`config.mk`:
```
export PLATFORM = sky130hd
export DESIGN_NAME = x86_insn_length_relocator_core_flat
export DESIGN_NICKNAME = d
export VERILOG_FILES = /design/src/hw/rtl/xilr_pkg.sv /design/src/hw/rtl/xilr_if.sv /design/src/hw/rtl/xilr_cfg_if.sv /design/src/hw/rtl/xilr_decoder.sv /design/src/hw/rtl/x86_insn_length_relocator_core.sv /design/src/flat_wrapper.sv
export SDC_FILE = /design/constraint.sdc
export NUM_CORES = 1
export LEC_CHECK = 0
export ABC_AREA = 1
export BUFFER_PORTS_ARGS = -buffer_cell sky130_fd_sc_hd__buf_4
export CAP_MARGIN = 0
export CORE_ASPECT_RATIO = 1.25
export CORE_UTILIZATION = 35
export CTS_CLUSTER_DIAMETER = 150
export CTS_CLUSTER_SIZE = 28
export DETAILED_ROUTE_END_ITERATION = 8
export GPL_TIMING_DRIVEN = 0
export PLACE_DENSITY = 0.57
export SLEW_MARGIN = 20
export SYNTH_ARGS = -nofsm -noshare
export SYNTH_HDL_FRONTEND = slang
export SYNTH_SLANG_ARGS = --single-unit
```
`constraint.sdc`:
```
create_clock -name i_clk -period 5.4 [get_ports i_clk]
set_clock_uncertainty 0.2 [all_clocks]
set_input_delay 0.81 -clock i_clk [delete_from_list [all_inputs] [get_ports i_clk]]
set_output_delay 0.81 -clock i_clk [all_outputs]
set_load 0.01 [all_outputs]
```
`src/hw/rtl/xilr_pkg.sv`:
```
`default_nettype none
// -----------------------------------------------------------------------------
// xilr_pkg
// Types, opcode class table and codes shared by the x86 length decoder.
// -----------------------------------------------------------------------------
package xilr_pkg;

    typedef enum logic [3:0] {
        K_BAD = 4'd0, K_ONE = 4'd1, K_I8 = 4'd2, K_IV = 4'd3,
        K_RM  = 4'd4, K_RM8 = 4'd5, K_RMV = 4'd6, K_F3 = 4'd7,
        K_F4  = 4'd8, K_F5 = 4'd9, K_F7 = 4'd10, K_PFX = 4'd11,
        K_OSZ = 4'd12, K_ASZ = 4'd13, K_TWO = 4'd14, K_REL = 4'd15
    } t_op_class;

    typedef enum logic [2:0] {
        PH_OPCODE = 3'd0, PH_MODRM = 3'd1, PH_SIB = 3'd2,
        PH_TAIL = 3'd3, PH_HALT = 3'd4
    } t_phase;

    localparam logic [2:0] ERR_NONE   = 3'd0;
    localparam logic [2:0] ERR_OPCODE = 3'd1;
    localparam logic [2:0] ERR_ASIZE  = 3'd2;
    localparam logic [2:0] ERR_TWOB   = 3'd3;
    localparam logic [2:0] ERR_LONG   = 3'd4;

    localparam logic [0:0] REG_DELTA = 1'b0;
    localparam logic [0:0] REG_MINLEN = 1'b1;

    typedef struct packed {
        logic [7:0]  out_byte;
        logic        insn_end;
        logic [3:0]  insn_length;
        logic [15:0] run_total;
        logic        run_done;
        logic [2:0]  error_kind;
    } t_result;

    localparam logic [3:0] OP_CLASS [256] = '{
        4,4,4,4,2,3,1,1,4,4,4,4,2,3,1,14,
        4,4,4,4,2,3,1,1,4,4,4,4,2,3,1,1,
        4,4,4,4,2,3,11,1,4,4,4,4,2,3,11,1,
        4,4,4,4,2,3,11,1,4,4,4,4,2,3,11,1,
        1,1,1,1,1,1,1,1,1,1,1,1,1,1,1,1,
        1,1,1,1,1,1,1,1,1,1,1,1,1,1,1,1,
        1,1,4,4,11,11,12,13,3,6,2,5,1,1,1,1,
        2,2,2,2,2,2,2,2,2,2,2,2,2,2,2,2,
        5,6,5,5,4,4,4,4,4,4,4,4,4,4,4,4,
        1,1,1,1,1,1,1,1,1,1,10,1,1,1,1,1,
        9,9,9,9,1,1,1,1,2,3,1,1,1,1,1,1,
        2,2,2,2,2,2,2,2,3,3,3,3,3,3,3,3,
        5,5,7,1,4,4,5,0,8,1,7,1,1,2,1,1,
        4,4,4,4,2,2,0,1,4,4,4,4,4,4,4,4,
        2,2,2,2,2,2,2,2,15,15,0,0,0,0,0,0,
        11,0,11,11,1,1,5,6,1,1,1,1,1,1,4,4
    };

    function automatic t_op_class op_class(input logic [7:0] b);
        return t_op_class'(OP_CLASS[b]);
    endfunction

endpackage
`default_nettype wire

```
`src/hw/rtl/xilr_if.sv`:
```
`default_nettype none
// -----------------------------------------------------------------------------
// xilr_stream_if
// Valid/ready channel carrying one payload of parameterized type.
// -----------------------------------------------------------------------------
interface xilr_stream_if #(parameter type T = logic [7:0]);
    logic valid;
    logic ready;
    T     data;
    modport source (output valid, output data, input ready);
    modport sink (input valid, input data, output ready);
endinterface
`default_nettype wire

```
`src/hw/rtl/xilr_cfg_if.sv`:
```
`default_nettype none
// -----------------------------------------------------------------------------
// xilr_cfg_if
// Register write channel: index and data with valid/ready.
// -----------------------------------------------------------------------------
interface xilr_cfg_if;
    logic        valid;
    logic        ready;
    logic [0:0]  index;
    logic [31:0] wdata;
    modport source (output valid, output index, output wdata, input ready);
    modport sink (input valid, input index, input wdata, output ready);
endinterface
`default_nettype wire

```
`src/hw/rtl/xilr_decoder.sv`:
```
`default_nettype none
// -----------------------------------------------------------------------------
// xilr_decoder
// Decode state and one-byte-per-cycle step of the length decoder, taken when i_step is high.
// -----------------------------------------------------------------------------
module xilr_decoder #(
    parameter int MAX_INSN_LEN = 15
) (
    input  wire logic                 i_clk,
    input  wire logic                 i_rst_n,
    input  wire logic                 i_step,
    input  wire logic [7:0]           i_byte,
    input  wire logic [31:0]          i_delta,
    input  wire logic [15:0]          i_min_len,
    output xilr_pkg::t_result         o_result
);

    xilr_pkg::t_phase r_phase, n_phase;
    logic        r_osz, n_osz;
    logic [7:0]  r_opcode, n_opcode;
    logic [7:0]  r_modrm, n_modrm;
    logic [3:0]  r_left, n_left;
    logic        r_rel, n_rel;
    logic [1:0]  r_ridx, n_ridx;
    logic        r_carry, n_carry;
    logic [3:0]  r_ibytes, n_ibytes;
    logic [15:0] r_total, n_total;
    logic [2:0]  r_err, n_err;

    function automatic logic [3:0] imm_size(input logic [7:0] op, input logic osz);
        xilr_pkg::t_op_class k;
        k = xilr_pkg::op_class(op);
        if (k == xilr_pkg::K_RM8) return 4'd1;
        if (k == xilr_pkg::K_RMV) return osz ? 4'd2 : 4'd4;
        return 4'd0;
    endfunction

    function automatic logic [3:0] disp_size(input logic [1:0] md, input logic [2:0] base);
        if (md == 2'd1) return 4'd1;
        if (md == 2'd2) return 4'd4;
        return (base == 3'd5) ? 4'd4 : 4'd0;
    endfunction

    always_comb begin
        xilr_pkg::t_op_class k;
        logic [2:0]  err;
        logic        endf;
        logic [3:0]  n;
        logic [8:0]  s;
        logic [16:0] sum;
        n_phase = r_phase; n_osz = r_osz; n_opcode = r_opcode; n_modrm = r_modrm;
        n_left = r_left; n_rel = r_rel; n_ridx = r_ridx; n_carry = r_carry;
        n_ibytes = r_ibytes; n_total = r_total; n_err = r_err;
        err = xilr_pkg::ERR_NONE; endf = 1'b0; n = 4'd0; s = '0; sum = '0;
        k = xilr_pkg::op_class(i_byte);
        o_result.out_byte = i_byte;
        o_result.insn_length = 4'd0;
        o_result.run_total = r_total;
        o_result.run_done = 1'b0;
        if (r_phase == xilr_pkg::PH_HALT) begin
        end else if (32'(r_ibytes) >= 32'(MAX_INSN_LEN)) begin
            err = xilr_pkg::ERR_LONG;
        end else begin
            n_ibytes = r_ibytes + 4'd1;
            unique case (r_phase)
                xilr_pkg::PH_OPCODE: begin
                    priority case (k)
                        xilr_pkg::K_PFX: ;
                        xilr_pkg::K_OSZ: n_osz = 1'b1;
                        xilr_pkg::K_ASZ: err = xilr_pkg::ERR_ASIZE;
                        xilr_pkg::K_TWO: err = xilr_pkg::ERR_TWOB;
                        xilr_pkg::K_BAD: err = xilr_pkg::ERR_OPCODE;
                        xilr_pkg::K_ONE: endf = 1'b1;
                        xilr_pkg::K_RM, xilr_pkg::K_RM8, xilr_pkg::K_RMV: begin
                            n_opcode = i_byte;
                            n_phase = xilr_pkg::PH_MODRM;
                        end
                        default: begin
                            priority case (k)
                                xilr_pkg::K_I8: n = 4'd1;
                                xilr_pkg::K_IV: n = r_osz ? 4'd2 : 4'd4;
                                xilr_pkg::K_F3: n = 4'd2;
                                xilr_pkg::K_F4: n = 4'd3;
                                xilr_pkg::K_F7: n = 4'd6;
                                default: n = 4'd4;
                            endcase
                            if (k == xilr_pkg::K_REL && r_ibytes == 4'd0) begin
                                n_rel = 1'b1; n_ridx = 2'd0; n_carry = 1'b0;
                            end
                            n_left = n;
                            n_phase = xilr_pkg::PH_TAIL;
                        end
                    endcase
                end
                xilr_pkg::PH_MODRM, xilr_pkg::PH_SIB: begin
                    if (r_phase == xilr_pkg::PH_MODRM) begin
                        n_modrm = i_byte;
                        if (i_byte[7:6] == 2'd3) n = imm_size(r_opcode, r_osz);
                        else if (i_byte[2:0] == 3'd4) n = 4'd0;
                        else n = disp_size(i_byte[7:6], i_byte[2:0])
                                 + imm_size(r_opcode, r_osz);
                    end else begin
                        n = disp_size(r_modrm[7:6], i_byte[2:0]) + imm_size(r_opcode, r_osz);
                    end
                    if (r_phase == xilr_pkg::PH_MODRM && i_byte[7:6] != 2'd3
                        && i_byte[2:0] == 3'd4) begin
                        n_phase = xilr_pkg::PH_SIB;
                    end else if (n == 4'd0) begin
                        endf = 1'b1;
                    end else begin
                        n_left = n;
                        n_phase = xilr_pkg::PH_TAIL;
                    end
                end
                default: begin
                    if (r_rel) begin
                        s = {1'b0, i_byte} + {1'b0, i_delta[8*r_ridx +: 8]}
                            + {8'd0, r_carry};
                        o_result.out_byte = s[7:0];
                        n_carry = s[8];
                        n_ridx = r_ridx + 2'd1;
                    end
                    n_left = r_left - 4'd1;
                    if (n_left == 4'd0) endf = 1'b1;
                end
            endcase
        end
        if (err != xilr_pkg::ERR_NONE) begin
            n_err = err;
            n_phase = xilr_pkg::PH_HALT;
            endf = 1'b0;
        end
        if (endf) begin
            o_result.insn_length = n_ibytes;
            sum = {1'b0, r_total} + {13'd0, n_ibytes};
            n_total = sum[16] ? 16'hFFFF : sum[15:0];
            o_result.run_total = n_total;
            if (n_total >= i_min_len) begin
                o_result.run_done = 1'b1;
                n_total = 16'd0;
            end
            n_ibytes = 4'd0; n_osz = 1'b0; n_rel = 1'b0; n_ridx = 2'd0;
            n_carry = 1'b0; n_left = 4'd0; n_phase = xilr_pkg::PH_OPCODE;
        end
        o_result.insn_end = endf;
        o_result.error_kind = n_err;
    end

    always_ff @(posedge i_clk) begin
        if (!i_rst_n) begin
            r_phase <= xilr_pkg::PH_OPCODE; r_osz <= 1'b0; r_opcode <= '0;
            r_modrm <= '0; r_left <= '0; r_rel <= 1'b0; r_ridx <= '0;
            r_carry <= 1'b0; r_ibytes <= '0; r_total <= '0; r_err <= '0;
        end else if (i_step) begin
            r_phase <= n_phase; r_osz <= n_osz; r_opcode <= n_opcode;
            r_modrm <= n_modrm; r_left <= n_left; r_rel <= n_rel; r_ridx <= n_ridx;
            r_carry <= n_carry; r_ibytes <= n_ibytes; r_total <= n_total;
            r_err <= n_err;
        end
    end

endmodule
`default_nettype wire

```
`src/hw/rtl/x86_insn_length_relocator_core.sv`:
```
`default_nettype none
// -----------------------------------------------------------------------------
// x86_insn_length_relocator_core
// Streaming 32-bit x86 length decoder with rel32 relocation.
// -----------------------------------------------------------------------------
// One code byte is taken per beat and one result beat comes out for it, at a
// sustained rate of one byte per clock while neither side stalls. The input
// beat is held in a register; the decode step (opcode table lookup,
// ModRM/SIB sizing, an 8-bit add for relocation and a 16-bit run total
// compare) sits between that register and the result register. Decode
// state advances only when the held byte moves into the result register,
// so both sides can stall freely. Configuration writes are taken at any
// time and should be made while the block is idle.
module x86_insn_length_relocator_core #(
    parameter int MAX_INSN_LEN = 15
) (
    input  wire logic i_clk,
    input  wire logic i_rst_n,
    xilr_stream_if.sink   in_ch,
    xilr_stream_if.source out_ch,
    xilr_cfg_if.sink      cfg_ch
);

    // Configuration registers.
    logic [31:0] r_delta;
    logic [15:0] r_min_len;

    assign cfg_ch.ready = 1'b1;

    always_ff @(posedge i_clk) begin
        if (!i_rst_n) begin
            r_delta <= 32'd0;
            r_min_len <= 16'd5;
        end else if (cfg_ch.valid) begin
            unique case (cfg_ch.index)
                xilr_pkg::REG_DELTA:  r_delta <= cfg_ch.wdata;
                xilr_pkg::REG_MINLEN: r_min_len <= cfg_ch.wdata[15:0];
                default: ;
            endcase
        end
    end

    // Input register and result register; both advance on a decode step, and the input register also fills while empty.
    logic       r_in_valid;
    logic [7:0] r_in_byte;
    logic       r_out_valid;
    xilr_pkg::t_result r_out, n_out;
    logic       step;

    // The decode step fires when the held byte can move into the result slot.
    assign step = r_in_valid && (!r_out_valid || out_ch.ready);
    assign in_ch.ready = !r_in_valid || step;

    xilr_decoder #(.MAX_INSN_LEN(MAX_INSN_LEN)) u_dec (
        .i_clk    (i_clk),
        .i_rst_n  (i_rst_n),
        .i_step   (step),
        .i_byte   (r_in_byte),
        .i_delta  (r_delta),
        .i_min_len(r_min_len),
        .o_result (n_out)
    );

    always_ff @(posedge i_clk) begin
        if (!i_rst_n) begin
            r_in_valid <= 1'b0;
            r_out_valid <= 1'b0;
        end else begin
            if (in_ch.ready) r_in_valid <= in_ch.valid;
            if (step) r_out_valid <= 1'b1;
            else if (out_ch.ready) r_out_valid <= 1'b0;
        end
    end

    always_ff @(posedge i_clk) begin
        if (in_ch.ready && in_ch.valid) r_in_byte <= in_ch.data;
        if (step) r_out <= n_out;
    end

    assign out_ch.valid = r_out_valid;
    assign out_ch.data  = r_out;

endmodule
`default_nettype wire
```
`src/flat_wrapper.sv`:
```
// flat-port wrapper written by rule: the top's interface ports become plain ports
module x86_insn_length_relocator_core_flat 
#(
    parameter int MAX_INSN_LEN = 15
)
  (i_clk, i_rst_n, in_ch_valid, in_ch_data, in_ch_ready, out_ch_valid, out_ch_data, out_ch_ready, cfg_ch_valid, cfg_ch_index, cfg_ch_wdata, cfg_ch_ready);
  xilr_stream_if in_ch_i ();
  xilr_stream_if out_ch_i ();
  xilr_cfg_if cfg_ch_i ();
  input  wire logic i_clk;
  input  wire logic i_rst_n;
  input wire logic [$bits(in_ch_i.valid)-1:0] in_ch_valid;
  input wire logic [$bits(in_ch_i.data)-1:0] in_ch_data;
  output wire logic [$bits(in_ch_i.ready)-1:0] in_ch_ready;
  output wire logic [$bits(out_ch_i.valid)-1:0] out_ch_valid;
  output wire logic [$bits(out_ch_i.data)-1:0] out_ch_data;
  input wire logic [$bits(out_ch_i.ready)-1:0] out_ch_ready;
  input wire logic [$bits(cfg_ch_i.valid)-1:0] cfg_ch_valid;
  input wire logic [$bits(cfg_ch_i.index)-1:0] cfg_ch_index;
  input wire logic [$bits(cfg_ch_i.wdata)-1:0] cfg_ch_wdata;
  output wire logic [$bits(cfg_ch_i.ready)-1:0] cfg_ch_ready;
  assign in_ch_i.valid = in_ch_valid;
  assign in_ch_i.data = in_ch_data;
  assign in_ch_ready = in_ch_i.ready;
  assign out_ch_valid = out_ch_i.valid;
  assign out_ch_data = out_ch_i.data;
  assign out_ch_i.ready = out_ch_ready;
  assign cfg_ch_i.valid = cfg_ch_valid;
  assign cfg_ch_i.index = cfg_ch_index;
  assign cfg_ch_i.wdata = cfg_ch_wdata;
  assign cfg_ch_ready = cfg_ch_i.ready;
  x86_insn_length_relocator_core #(.MAX_INSN_LEN(MAX_INSN_LEN)) u_core (.i_clk(i_clk), .i_rst_n(i_rst_n), .in_ch(in_ch_i), .out_ch(out_ch_i), .cfg_ch(cfg_ch_i));
endmodule
```
==> results of run 1 <==
[synth_stat cells (all sizes together)]
cell,number,share of area
o2111ai,1,0.0016
and2,1,0.0011
nand3b,2,0.0027
o21ai,78,0.070
o21bai,3,0.0040
or2,3,0.0034
nor2,94,0.071
o31ai,1,0.0013
o22ai,10,0.011
nor4,2,0.0022
a31oi,5,0.0056
a21oi,71,0.064
nand4,8,0.0089
xor2,5,0.0078
nor3,6,0.0063
clkinv,3,0.0020
a22oi,1,0.0013
edfxtp,16,0.086
buf,12,0.016
conb,1,0.00067
a21boi,1,0.0020
fa,1,0.0036
nand2,222,0.16
o211ai,5,0.0067
xnor2,3,0.0047
clkbuf,14,0.0096
inv,121,0.081
a2111oi,1,0.0016
dfxtp,59,0.21
ha,40,0.089
nand3,71,0.067
[how the worst max path moves through the flow]
stage,slack (ns),from,cells after the start,endpoint
floorplan,0.85,u_core.u_dec.r_phase[0],33,u_core.u_dec.r_total[8]
global placement,-1.07,u_core.u_dec.r_phase[0],31,u_core.u_dec.r_total[1]
detailed placement,-1.04,u_core.u_dec.r_ibytes[1],31,u_core.u_dec.r_total[3]
CTS,0.01,u_core.u_dec.r_phase[0],33,u_core.u_dec.r_total[10]
global route,-0.02,u_core.u_dec.r_ibytes[0],33,u_core.u_dec.r_total[8]
finish,0.37,u_core.u_dec.r_phase[0],30,u_core.u_dec.r_total[3]
[where the power goes]
group          switching (uW)  total (uW)  leakage [uW]  internal (uW)
sequential               18.7         625      0.000636            606
combinational             301         459       0.00225            158
clock                     244         624      0.000149            380
[cell type report]
class                   instances  area share
plain buffers                  26     0.02209
clock buffers                  11     0.03846
clock inverters                 5    0.007807
inverters                     124     0.07121
multi-input cells             636      0.5215
flip-flops and latches         75      0.2529
well taps                     212     0.04037
repair buffers                 40     0.04570
[registers in the layout, summed over array words and instances, names as in the netlist]
| name | count |
|---|---|
| u_core.r_min_len | 16 |
| u_core.u_dec.r_total | 16 |
| u_core.out_ch.data | 8 |
| u_core.r_in_byte | 8 |
| u_core.u_dec.r_opcode | 8 |
| u_core.u_dec.r_ibytes | 4 |
| u_core.u_dec.r_left | 4 |
| u_core.u_dec.r_err | 3 |
| u_core.u_dec.r_phase | 3 |
| u_core.u_dec.r_modrm | 2 |
| u_core.out_ch.valid | 1 |
| u_core.r_in_valid | 1 |
| u_core.u_dec.r_osz | 1 |
[per-stage QoR]
| step | setup WS (ns) | TNS (ns) |
|---|---|---|
| global placement | -1.069 | -16.85 |
| finish | 0.3706 | 0 |
| detailed placement | -1.043 | -16.49 |
| floorplan | 0.8537 | 0 |
| global route | -0.02127 | -0.1087 |
| CTS | 0.01241 | 0 |
[logic make-up (layout without fill, tap and decap cells)]
logic type | Yosys count | after routing
DFF | 75 | 75
adders and majority gates | 41 | 41
AOI/OAI and AO/OA | 177 | 177
other | 1 | 1
xor gates and xnor gates | 8 | 8
buffers and inverters | 150 | 206
and+or+nand+nor | 409 | 409
[cells in the final DEF, fill, tap and decap left out, types with 2 or more instances in the layout]
master / count
a21oi_1: 68
a21oi_2: 3
a31oi_1: 5
buf_2: 4
buf_4: 47
buf_6: 2
clkbuf_1: 12
clkbuf_16: 9
clkbuf_8: 2
clkinv_1: 4
clkinv_2: 2
dfxtp_1: 59
edfxtp_1: 16
ha_1: 39
inv_1: 111
inv_2: 9
nand2_1: 210
nand2_2: 9
nand2_4: 3
nand3_1: 66
nand3_2: 5
nand3b_1: 2
nand4_1: 8
nor2_1: 81
nor2_2: 8
nor2_4: 4
nor3_1: 4
o211ai_1: 5
o21ai_0: 67
o21ai_1: 9
o21ai_2: 2
o21bai_1: 3
o22ai_1: 10
or2_2: 3
xnor2_1: 3
xor2_1: 4
[repair_timing]
action | 4_1_cts | 5_1_grt
endpoints found under the setup margin | 17 | 17
resized for setup | 14 | 17
endpoints found under the hold margin | 0 | 0
pin swaps | 1 | 4
buffers inserted | 0 | 2
[routing by layer]
layer	wire length [um]	vias to the layer above	global-route usage
met5	0	-	0
met4	582	0	0.1135
met3	443	35	0.02741
met2	7766	130	0.3519
met1	6396	2571	0.2179
li1	-	2916	-
[critical path, delay by kind of cell (launching register included)]
kind / cells / cell delay [ns]
adders and majority gates: 3 / 0.72
buffers and inverters: 7 / 0.79
DFF: 1 / 0.33
xor gates and xnor gates: 1 / 0.18
AOI/OAI and AO/OA: 6 / 1.06
and+or+nand+nor: 13 / 1.66
==> impl_results.md, run 1 <==
- Largest family of logic cells by synthesized area: simple AND/OR/NAND/NOR gates
- GRT overflow: 0
- Iter 0 DRT Violations: roughly 280
- Hold Path Origin: u_core.r_min_len[4]
- Register bit total from synthesis: 75
- Final period utilization: 0.9314
- Clk slew on worst S/H paths: approximately 0.06 ns
- Post-Synth Simple-Gate Area: 0.3189
- Post-synthesis cell count: ~860
- Top Ports: between 50 and 60
- Mux cell area share after synthesis: 0
- Worst rel slew slack: 0.4469
- Pwr Total: around 1700 uW
- Cell mode on critical path: inv_1
- Slew Viols, Final: 0
- Compound-cell area share of the yosys netlist: 0.1698
- Reg2Reg Capture Point: u_core.u_dec.r_total[3]
- Core Rows: between 50 and 60
- Hold Crit Depth: 2
- Max FO, Critical Path: 5
- Status: completed
- Final setup vio count: 0
- Hold Crit Endpoint: u_core.r_min_len[4]
- Routed vias: between 5000 and 6000
- Die Width: 115.1 um
- Fill cells: 1656
- Clock Tree Buf Depth: 2
- Initial antenna violation count: 0
- Worst path slowest cell: a2111oi_4
- Adder-cell share of the synthesized area: 0.09296
- Yosys warning count: 0
- Leak: slightly above 0.003 uW
- CTS HTree Levels: 3
- Area of placed instances: approximately 0.0061 sq mm
- Post-layout min period: about 5 ns
- Element type at the critical path start: flop
- Count of final hold-check violations: 0
- DP Wirelength: between 10000 and 15000 um
- Largest net degree at the start of global routing: 16
- Tot GR Track Use: 0.1954
- Max-Cap Viols: 0
- PwrDens: 260.0 mW/mm^2
- Sequential fraction of the synthesis area: 0.2968
- Clk Latency, worst-skew pair: about 0.34 ns
- Final core occ: 0.4203
- Mapped Nets: 948
- Clock Tree Root: clkbuf_16
- Synth cell types: 45
- Area Growth Syn to Fin: 17.36%
- Worst vdd ir: between 100 and 150 uV
- DIE AREA: approximately 0.017 sq mm
- Drc violations: 0
- Inserted Diodes: 0
- Hold buffers post-CTS: 0
- Die Ht: ~140 um
- Reg2reg start: u_core.u_dec.r_phase[0]
- TritonCTS clock tree: done
- Vias in the first global route: roughly 5400
- Setup CP Type: reg2reg
- Seq. cell area: approximately 0.0017 sq mm
- DR pass1 iterations: 6
- Buffers added on ports: 38
- TritonCTS buffer count: 9
- Wire length per cell: between 10 and 15 um
- Fin area: between 0.006 and 0.007 sq mm
- CP Data Arrival Time: 5.10 ns
- Hold_ws: around 0.26 ns
- Routed wire length: 15190 um
- Synth Cell Area: roughly 0.0056 sq mm
- Area occupied by multi-input gates: 0.003427 sq mm
- Post-Layout Cell Count: ~1100
- Worst EP required: approximately 5.5 ns
- Reg2Reg Depth: 30
- Fmax: 198.8 MHz
- Core ar.: ~0.016 sq mm
- Worst-Margin Slew: a little over 0.8 ns
- First-pass GRT wire length: 25160 um
- Crit end category: flop
- Clock sink count: 75
- Initial Util: 0.3581
- Post-route ant nets: 0
- Layout Nets: 999
- Hold WC Path Type: reg2reg
- Vias per inst: about 5
- CP max stage delay: between 0.3 and 0.4 ns
- XOR/XNOR share of the synthesized area: 0.01251
- Gp weighted congestion: about 0.90
- Avg Inst Size Synth: 6.503 sq um
- Placed Instances: ~1100
- Layout cells sized above 1: 0.1352
- FF-to-FF setup slack: 0.37 ns
(Power assumes the default switching activity.)
==> inputs of run 2 (changes only) <==
--- a/config.mk
+++ b/config.mk
@@ -8,13 +8,15 @@
 export ABC_AREA = 1
 export BUFFER_PORTS_ARGS = -buffer_cell sky130_fd_sc_hd__buf_4
 export CAP_MARGIN = 0
+export CELL_PAD_IN_SITES_DETAIL_PLACEMENT = 1
+export CELL_PAD_IN_SITES_GLOBAL_PLACEMENT = 2
 export CORE_ASPECT_RATIO = 1.25
-export CORE_UTILIZATION = 35
+export CORE_UTILIZATION = 33
 export CTS_CLUSTER_DIAMETER = 150
 export CTS_CLUSTER_SIZE = 28
 export DETAILED_ROUTE_END_ITERATION = 8
 export GPL_TIMING_DRIVEN = 0
-export PLACE_DENSITY = 0.57
+export PLACE_DENSITY = 0.86
 export SLEW_MARGIN = 20
 export SYNTH_ARGS = -nofsm -noshare
 export SYNTH_HDL_FRONTEND = slang
==> run 2 against run 1 <==
  * Setup slack improved by 0.085 ns
  * Die area rose by 6.0%
  * Critical path depth rose by 3
  * Via count rose by 1.1%
  * Highest routed layer unchanged
==> impl_results.md, run 2 (synthesized netlist as in run 1, its figures left out) <==
- Count of final hold-check violations: 0 (unchanged)
- TritonCTS clock tree: done
- Initial Util: 0.3415 (-0.01664)
- Die Ht: 147.6 um (+2.9%)
- Buffers added on ports: 38 (unchanged)
- Die Width: 118.5 um (+2.9%)
- First-pass GRT wire length: 28720 um (+14%)
- Initial antenna violation count: 0 (unchanged)
- Clock group share of total power: 0.337 (-0.028)
- Largest net degree at the start of global routing: 16 (unchanged)
- Most common cell after layout, fill and taps aside: nand2_1
- Iter 0 DRT Violations: 185 (-35%)
- Vias in the first global route: 6008 (+11%)
- Setup CP Type: reg2reg
- Core ar.: 0.01640 sq mm (+4.9%)
- Core Rows: 52 (+2.0%)
- Switch Pwr: 578.1 uW (+2.5%)
- Worst rel slew slack: 0.4150 (-0.03195)
- Most frequent cells in the layout: nand2_1, inv_1, nor2_1
- Wire length per cell: 15.10 um (+12%)
- Drc violations: 0 (unchanged)
- CTS HTree Levels: 3 (unchanged)
- CP max stage delay: 0.35 ns (-0.04 ns)
- Seq pwr share: 0.378 (+0.012)
- Int Power: 1077 uW (-5.9%)
- Post-layout min period: 4.945 ns (-0.08456 ns)
- Comb pwr share: 0.285 (+0.016)
- Pwr Total: 1655 uW (-3.1%)
- Element type at the critical path start: flop
- Clk Latency, worst-skew pair: 0.34 ns (about the same)
- Fmax: 202.2 MHz (+1.7%)
- GRT overflow: 0 (unchanged)
- Top Ports: 57 (unchanged)
- Max-Cap Viols: 0 (unchanged)
- Cell mode on critical path: inv_1
- Hold buffers post-CTS: 0 (unchanged)
- Worst vdd ir: 128.3 uV (-11%)
- Clock Tree Root: clkbuf_16
- Final core occ: 0.3989 (-0.02144)
- DP Wirelength: 13710 um (+16%)
- Biggest regs: u_core.r_min_len: 16 flops, u_core.u_dec.r_total: 16 flops
- Vias per inst: 5.040 (+0.67%)
- Layout cells sized above 1: 0.1307 (-0.004505)
- DIE AREA: 0.01749 sq mm (+6.0%)
- Routed vias: 5715 (+1.1%)
- Leak: 0.003023 uW (-0.44%)
- CP Data Arrival Time: 5.02 ns (-0.08 ns)
- Worst path slowest cell: dfxtp_1
- Worst EP required: 5.48 ns (about the same)
- Post-route ant nets: 0 (unchanged)
- Layout Nets: 1000 (+0.10%)
- Max FO, Critical Path: 6 (+1)
- Family with the most delay on the worst path: simple AND/OR/NAND/NOR gates
- Final period utilization: 0.9157 (-0.01566)
- Inserted Diodes: 0 (unchanged)
- Routed wire length: 17130 um (+13%)
- Crit end category: flop
- Crit path buf inv count: 9 (+2)
- DR pass1 iterations: 5 (-1)
- Status: completed
- Switch share: 0.3493 (+0.01905)
- Area Growth Syn to Fin: 16.80%
- Clock Tree Buf Depth: 2 (unchanged)
- Tot GR Track Use: 0.2059 (+0.01048)
- Gp weighted congestion: 0.8645 (-3.9%)
- TritonCTS buffer count: 9 (unchanged)
- Hold WC Path Type: reg2reg
- PwrDens: 253.1 mW/mm^2 (-2.7%)
- Clock sink count: 75 (unchanged)
- Worst-Margin Slew: 0.8708 ns (+0.04756 ns)
- Clk slew on worst S/H paths: 0.06 ns (about the same)
- Final setup vio count: 0 (unchanged)
- Slew Viols, Final: 0 (unchanged)
-- run 2: worst min-delay path, stage by stage, from the launching register on --
cell     delay [ns]
dfxtp_1        0.30
inv_1          0.06
a21oi_1        0.06
-- run 2: path summary, 6_finish.rpt --
path / start / to / slack, ns / cells past startpoint
worst min-delay path: u_core.r_min_len[14] / u_core.r_min_len[14] / 0.26 / 2
worst max register to register: u_core.u_dec.r_phase[0] / u_core.u_dec.r_total[8] / 0.46 / 33
worst min register to register: u_core.r_min_len[14] / u_core.r_min_len[14] / 0.26 / 2
worst max-delay path: u_core.u_dec.r_phase[0] / u_core.u_dec.r_total[8] / 0.46 / 33
-- run 2: power by group through the flow --
stage | logic, uW | registers [uW] | clock network [uW]
after floorplan | 332 | 635 | 0
after global placement | 460 | 636 | 0
after detailed placement | 465 | 638 | 0
after CTS | 474 | 626 | 571
after global routing | 537 | 630 | 593
final | 472 | 626 | 557
-- run 2: repair_timing --
item,in CTS,in global routing
pin swaps,2,2
resized for setup,17,8
cloned,0,0
endpoints found under the setup margin,17,17
buffers inserted,2,1
-- run 2: layer usage --
| metal | GRT usage | wire length [um] | vias up |
|---|---|---|---|
| li1 | - | - | 2899 |
| met1 | 0.2250 | 7150 | 2708 |
| met2 | 0.3985 | 9150 | 70 |
| met3 | 0.02199 | 289 | 38 |
| met4 | 0.08861 | 535 | 0 |
| met5 | 0 | 0 | - |
-- run 2: final cells by class --
type | count | area (sq um)
fillers | 2171 | 9856
multi-input cells | 636 | 3415
flip-flops and latches | 75 | 1662
inverters | 124 | 465.4
repair buffers | 41 | 307.8
well taps | 216 | 270.3
clock buffers | 10 | 229.0
plain buffers | 26 | 151.4
clock inverters | 6 | 40.04
-- run 2: metrics by stage --
step	cells	cell area (sq um)	setup TNS (ns)	hold WS, ns	worst slack (ns)
floorplan	861	5599	0	0.2353	0.8537
global placement	1115	6155	-15.42	0.2535	-1.000
detailed placement	1115	6155	-17.01	0.2609	-1.087
CTS	1133	6496	0	0.2707	0.05373
global route	1134	6540	-0.03913	0.2972	-0.01850
finish	1134	6540	0	0.2627	0.4552
